==> src/rtl/core/atc_pkg.sv <==
// types, step codes and control store for the adjacency tree check
package atc_pkg;

  typedef logic [2:0] step_t;

  localparam step_t S_IDLE = 3'd0;
  localparam step_t S_READ = 3'd1;
  localparam step_t S_SCAN = 3'd2;
  localparam step_t S_POP  = 3'd3;
  localparam step_t S_DONE = 3'd4;

  localparam logic OP_LOAD  = 1'b0;
  localparam logic OP_CHECK = 1'b1;

  localparam logic [4:0] VCOUNT_RST = 5'd16;

  typedef struct packed {
    logic  wait_start;
    logic  rd_row;
    logic  scan;
    logic  pop_ld;
    logic  emit;
    step_t nxt;
    step_t br_a;
    step_t br_b;
    step_t br_c;
  } ctrl_t;

  function automatic ctrl_t ucode_rom(input step_t s);
    ctrl_t w;
    w = '0;
    case (s)
      S_IDLE: begin
        w.wait_start = 1'b1;
        w.nxt        = S_IDLE;
        w.br_a       = S_READ;
      end
      S_READ: begin
        w.rd_row = 1'b1;
        w.nxt    = S_SCAN;
      end
      S_SCAN: begin
        w.scan = 1'b1;
        w.nxt  = S_SCAN;
        w.br_a = S_READ;
        w.br_b = S_POP;
        w.br_c = S_DONE;
      end
      S_POP: begin
        w.pop_ld = 1'b1;
        w.nxt    = S_READ;
      end
      S_DONE: begin
        w.emit = 1'b1;
        w.nxt  = S_IDLE;
      end
      default: begin
        w.nxt = S_IDLE;
      end
    endcase
    return w;
  endfunction

endpackage

==> src/rtl/core/adjacency_tree_check.sv <==
// adjacency tree check: row loads and a microcoded depth-first tree walk
// a row load is written when it is taken; a check strobes its verdict when the walk ends,
// which is earlier when the walk fails early or reaches fewer vertices than the vertex count
// the walk scans one matrix cell per cycle in the scan step; a descent goes through a row read
// step, a return through a pop and a row read step; one transaction at a time,
// loads back to back; busy is high from the cycle after a check is taken and drops as the
// verdict strobes; the verdict is shown for one cycle on out_valid; the receiver cannot stall
// synchronous active-low reset clears the sequencer and sets vertex count to 16
module adjacency_tree_check #(
  parameter int MAX_VERTICES = 16
) (
  input  logic        clk,
  input  logic        rst_n,
  input  logic        start,
  output logic        busy,
  input  logic        in_op,
  input  logic [3:0]  in_row_index,
  input  logic [15:0] in_row_bits,
  output logic        out_valid,
  output logic        out_is_tree,
  input  logic        cfg_we,
  input  logic [4:0]  cfg_data
);
  import atc_pkg::*;

  localparam int VW = (MAX_VERTICES > 1) ? $clog2(MAX_VERTICES) : 1;
  localparam int CW = $clog2(MAX_VERTICES + 1);

  typedef struct packed {
    logic [VW-1:0] vtx;
    logic [VW-1:0] par;
    logic          has_par;
    logic [CW-1:0] col;
  } frame_t;

  logic [MAX_VERTICES-1:0] adj_mem [MAX_VERTICES];
  frame_t                  stk_mem [MAX_VERTICES];

  step_t                   step_r;
  step_t                   step_nxt;
  ctrl_t                   cw;
  logic [4:0]              vcount_r;
  logic [CW-1:0]           n_use;
  logic [MAX_VERTICES-1:0] need_mask;
  logic [MAX_VERTICES-1:0] visited_r;
  logic [MAX_VERTICES-1:0] row_r;
  logic [VW-1:0]           sp_r;
  frame_t                  cur_r;
  frame_t                  stk_rd_r;
  logic                    ok_r;
  logic                    out_valid_r;
  logic                    out_is_tree_r;

  logic                    accept;
  logic                    wr_en;
  logic [VW-1:0]           wr_addr;
  logic [VW-1:0]           cidx;
  logic                    col_end;
  logic                    edge_bit;
  logic                    seen;
  logic                    is_par;
  logic                    do_push;
  logic                    do_pop;
  logic                    do_fail;
  logic                    do_finish;
  frame_t                  push_frame;

  assign cw      = ucode_rom(step_r);
  assign busy    = (step_r != S_IDLE);
  assign accept  = start && !busy;
  assign wr_en   = accept && (in_op == OP_LOAD) && (int'(in_row_index) < MAX_VERTICES);
  assign wr_addr = VW'(in_row_index);

  always_comb begin
    if (vcount_r == 5'd0) begin
      n_use = CW'(1);
    end else if (int'(vcount_r) > MAX_VERTICES) begin
      n_use = CW'(MAX_VERTICES);
    end else begin
      n_use = CW'(vcount_r);
    end
    for (int i = 0; i < MAX_VERTICES; i++) begin
      need_mask[i] = (i < int'(n_use));
    end
  end

  assign cidx      = cur_r.col[VW-1:0];
  assign col_end   = (cur_r.col >= n_use);
  assign edge_bit  = row_r[cidx];
  assign seen      = visited_r[cidx];
  assign is_par    = cur_r.has_par && (cur_r.par == cidx);
  assign do_push   = cw.scan && !col_end && edge_bit && !seen;
  assign do_fail   = cw.scan && !col_end && edge_bit && seen && !is_par;
  assign do_pop    = cw.scan && col_end && (sp_r != '0);
  assign do_finish = do_fail || (cw.scan && col_end && (sp_r == '0));

  always_comb begin
    push_frame     = cur_r;
    push_frame.col = cur_r.col + CW'(1);
  end

  always_comb begin
    step_nxt = cw.nxt;
    if (cw.wait_start && accept && (in_op == OP_CHECK)) begin
      step_nxt = cw.br_a;
    end else if (do_push) begin
      step_nxt = cw.br_a;
    end else if (do_pop) begin
      step_nxt = cw.br_b;
    end else if (do_finish) begin
      step_nxt = cw.br_c;
    end
  end

  // adjacency rows
  always_ff @(posedge clk) begin
    if (wr_en) begin
      adj_mem[wr_addr] <= MAX_VERTICES'(in_row_bits);
    end
    if (cw.rd_row) begin
      row_r <= adj_mem[cur_r.vtx];
    end
  end

  // saved walk frames
  always_ff @(posedge clk) begin
    if (do_push) begin
      stk_mem[sp_r] <= push_frame;
    end
    if (do_pop) begin
      stk_rd_r <= stk_mem[sp_r - VW'(1)];
    end
  end

  always_ff @(posedge clk) begin
    if (!rst_n) begin
      step_r        <= S_IDLE;
      vcount_r      <= VCOUNT_RST;
      visited_r     <= '0;
      sp_r          <= '0;
      ok_r          <= 1'b0;
      out_valid_r   <= 1'b0;
      out_is_tree_r <= 1'b0;
      cur_r         <= '0;
    end else begin
      step_r      <= step_nxt;
      out_valid_r <= 1'b0;
      if (cfg_we) begin
        vcount_r <= cfg_data;
      end
      if (cw.wait_start && accept && (in_op == OP_CHECK)) begin
        visited_r <= MAX_VERTICES'(1);
        sp_r      <= '0;
        ok_r      <= 1'b1;
        cur_r     <= '0;
      end
      if (cw.scan && !col_end && !do_push) begin
        cur_r.col <= push_frame.col;
      end
      if (do_push) begin
        visited_r[cidx] <= 1'b1;
        sp_r            <= sp_r + VW'(1);
        cur_r.vtx       <= cidx;
        cur_r.par       <= cur_r.vtx;
        cur_r.has_par   <= 1'b1;
        cur_r.col       <= '0;
      end
      if (do_fail) begin
        ok_r <= 1'b0;
      end
      if (do_pop) begin
        sp_r <= sp_r - VW'(1);
      end
      if (cw.pop_ld) begin
        cur_r <= stk_rd_r;
      end
      if (cw.emit) begin
        out_valid_r   <= 1'b1;
        out_is_tree_r <= ok_r && ((visited_r & need_mask) == need_mask);
      end
    end
  end

  assign out_valid   = out_valid_r;
  assign out_is_tree = out_is_tree_r;

endmodule

==> config.mk <==
export PLATFORM = sky130hd
export DESIGN_NAME = adjacency_tree_check
export DESIGN_NICKNAME = d
export VERILOG_FILES = /design/src/rtl/core/atc_pkg.sv /design/src/rtl/core/adjacency_tree_check.sv
export SDC_FILE = /design/constraint.sdc
export NUM_CORES = 1
export LEC_CHECK = 0
export ABC_AREA = 0
export CAP_MARGIN = 30
export CORE_MARGIN = 3
export CORE_UTILIZATION = 67
export DETAILED_ROUTE_END_ITERATION = 16
export DONT_BUFFER_PORTS = 1
export HOLD_SLACK_MARGIN = 0.03
export PLACE_DENSITY = 0.83
export SLEW_MARGIN = 10
export SYNTH_ARGS = -nofsm -noshare
export SYNTH_HDL_FRONTEND = slang
export SYNTH_SLANG_ARGS = --single-unit
==> constraint.sdc <==
create_clock -name clk -period 7.95 [get_ports clk]
set_clock_uncertainty 0.1 [all_clocks]
set_input_delay 0 -clock clk [delete_from_list [all_inputs] [get_ports clk]]
set_output_delay 0 -clock clk [all_outputs]
set_load 0.02 [all_outputs]
==> flow_summary_export.csv <==
group,metric,value,unit
power_and_ir_drop,ir_worst_vdd,0.271,mV
cts,cts_buffer_depth,3,
final_layout,diodes,0,
floorplanning,die_w,186,um
global_route,grt_antenna_before_repair,1,
cts,cts-root-buf,"clkbuf_16",
timing,drv_slew,0,
detailed_routing,wl_per_cell,34.7,um
synth,synthArstFlopShare,0,
cts,post_cts_buffers,0,
placement,dp_slack,3450,ps
worst_setup_path,worst-endpoint-arrival,5020,ps
placement,gp_congestion,0.899,
global_route,grt_pass1_wl,83600,um
worst_setup_path,path_cells,"clkinv_1 -> ha_1 -> nand2b_1 -> a21oi_1 -> o2111ai_2 -> nor2_4 -> nand2_1 -> nor2_1 -> buf_6",
timing,clock.fmax,207,MHz
timing,slew_headroom,0.337,
power_and_ir_drop,power,6.19,mW
synth,synth_cell_types,61,
timing,fin_ws,3120,ps
flow_run,cap_violations,0,
synth,synth_edf_count,510,
detailed_routing,routed_via_density,7.31,
timing,hold_viol_final,0,
timing,hold_ws,45.8,ps
power_and_ir_drop,pwr_density_cell,250,mW/mm2
synth,synth_top_cell_area_share,0.703,
placement,dp.cells,1475,
final_layout,instances_no_fill,1619,
worst_setup_path,crit_path_end_kind,"flop",
floorplanning,io_pins,33,
synth,ys_warn_count,0,
hold_path,worstHoldPathType,"primary input to flop",
worst_setup_path,required,8150,ps
timing,worst_slew_pin_slew,993,ps
timing,period_share,0.607,
synth,synth_nets,1100,
global_route,grt.overflow.total,0,
synth,synth_top_cells_by_area,"edfxtp_1 70%, mux4_2 16%, dfxtp_1 4.1%",
floorplanning,die-area,0.0347,mm2
power_and_ir_drop,p_leak,7.82,nW
final_layout,syn2layout_area_growth,13.7,%
synth,synth-seq-cells,555,
worst_setup_path,slowest_stage,"clkinv_1",
detailed_routing,wl,56200,um
cts,cts_resized,0,
final_layout,layout-drive-gt1-share,0.270,
timing,setup-tns-final,0,ps
worst_setup_path,slowest_delay,730,ps
synth,synth_ff_type,"edfxtp_1",
floorplanning,die_h,186,um
global_route,grt_max_degree,51,
detailed_routing,drc,0,
cts,clk_latency,590,ps
global_route,grt_pass1_vias,11919,
timing,setup_viol,0,
final_layout,nFillCells,1489,
timing,min_period,4830,ps
floorplanning,core,0.0318,mm2
floorplanning,initial_core_util,0.685,
cts,cts_made_buffers,53,
cts,cts_tree,"built",
cts,cts_hold_buffers,41,
worst_setup_path,critPathBufInv,2,
final_layout,layout.nets,1184,
synth,yosys.cell_count.top_type,"edfxtp_1",
synth,synthTopCellsByCount,"510 x edfxtp_1, 159 x mux4_2, 54 x nor2_1",
detailed_routing,ant_nets,0,
synth,avgSynthCellArea,20.6,um2
worst_setup_path,crit_family,"simple AND/OR/NAND/NOR gates",
worst_setup_path,cp-start-kind,"flop",
cts,path_clk_slew,70,ps
floorplanning,rows,65,
cts,cts_sinks,555,
worst_setup_path,cp_max_fo,35,
detailed_routing,vias,11832,
detailed_routing,dr.pass1.iters,5,
global_route,grtUsageTotal,0.331,
placement,dp_hpwl,28300,um
synth,netlist_area,0.0218,mm2
run_status,status,"finished, final reports clean",
cts,h-tree-depth,2,
detailed_routing,drt_iter0_drc,2237,
worst_setup_path,crit_type,"flop to flop",
synth,synth_area_leader_cell,"edfxtp_1",
synth,synth_cells,1056,
synth,yosysSeqAreaShare,0.744,
timing,grt_setup_unrepaired,"false",
placement,portBuffers,0,
-- sequential cells by signal, summed over array words and instances (netlist names) --
| signal | flops |
|---|---|
| visited_r | 16 |
| ok_r | 1 |
| stk_mem | 224 |
| out_is_tree | 1 |
| cur_r | 10 |
| row_r | 16 |
| stk_rd_r | 14 |
| cidx | 4 |
| adj_mem | 256 |
| out_valid | 1 |
| sp_r | 4 |
| vcount_r | 5 |
| step_r | 3 |
-- power by group --
group	total, mW	internal (mW)	leakage [nW]	switching, mW
clock network	2.50	1.37	0.836	1.13
registers	3.28	3.24	5.05	0.0493
logic	0.399	0.169	1.93	0.230
total	6.19	4.78	7.82	1.41
-- kinds of logic (layout without fill, tap and decap cells) --
kind of cell | count (synthesis) | in the layout | share of synthesized area
flip-flops | 555 | 555 | 0.744
multiplexers | 171 | 171 | 0.171
AND/OR/NAND/NOR | 155 | 155 | 0.0336
AO/OA/AOI/OAI | 82 | 82 | 0.0260
buffers and inverters | 69 | 197 | 0.0128
adder cells (fa/ha/maj) | 15 | 15 | 0.00850
XOR/XNOR | 9 | 9 | 0.00362
-- worst paths after layout --
| kind | startpoint | end | slack (ps) | cells past startpoint |
|---|---|---|---|---|
| worst min-delay path | cfg_we | vcount_r[3]$_SDFFE_PN0P_ | 50 | 3 |
| worst max register to register | cidx[0]$_SDFFE_PN0P_ | stk_mem[9][8]$_DFFE_PP_ | 3120 | 9 |
| worst min register to register | visited_r[10]$_SDFF_PN0_ | visited_r[10]$_SDFF_PN0_ | 400 | 2 |
| worst max-delay path | cidx[0]$_SDFFE_PN0P_ | stk_mem[9][8]$_DFFE_PP_ | 3120 | 9 |
-- worst reg2reg max path, delay by kind of cell (launching register included) --
kind,cells,cell delay (ps)
flops,1,480
simple gates,4,1950
buf+inv,2,980
fa+ha+maj,1,560
compound gates,2,470
-- metal layers --
layer | GRT usage | up-vias | part of all wire
met5 | 0 | - | 0.00023
met4 | 0.118 | 2 | 0.043
met3 | 0.0569 | 198 | 0.11
met2 | 0.533 | 1040 | 0.49
met1 | 0.473 | 6021 | 0.35
li1 | - | 4571 | -
-- through the flow --
stage,utilization,instance area [um2]
after CTS,0.778,24700
after global routing,0.779,24800
after global placement,0.706,22500
final,0.779,24800
after detailed placement,0.711,22600
after floorplan,-,21800
-- cells in the final DEF, fill, tap and decap left out, types with 4 or more instances in the layout --
master         synthesis  routed
a21oi_1               26      26
a22oi_1                7       7
a32oi_1                8       8
and3_1                 4       4
buf_4                  1      34
buf_6                  1       7
clkbuf_1              41      15
clkbuf_16              0      53
clkbuf_8               0       7
clkinv_1               1       6
clkinv_2               0      11
dfxtp_1               45      41
dlygate4sd3_1          0      41
edfxtp_1             510     510
ha_1                  14      13
inv_1                  9       9
mux2i_1                8       8
mux4_2               159     159
nand2_1               34      34
nand2b_1               9       9
nand3_1               13      13
nand4_1                5       5
nor2_1                54      42
nor2_2                 0      12
nor3_1                18      11
nor3_2                 0       7
o211ai_1               4       4
o21ai_0               10      10
xnor2_2                0       4
-- layout make-up --
type / instances / area, um2 / area share
Multi-Input combinational cell: 432 / 5400 / 0.218
Inverter: 10 / 37.5 / 0.00151
Timing Repair Buffer: 88 / 865 / 0.0349
Clock buffer: 75 / 1480 / 0.0597
Sequential cell: 555 / 16200 / 0.655
Clock inverter: 24 / 228 / 0.00919
Tap cell: 435 / 544 / 0.0220
No activity file was read; power rests on OpenSTA's default activity.
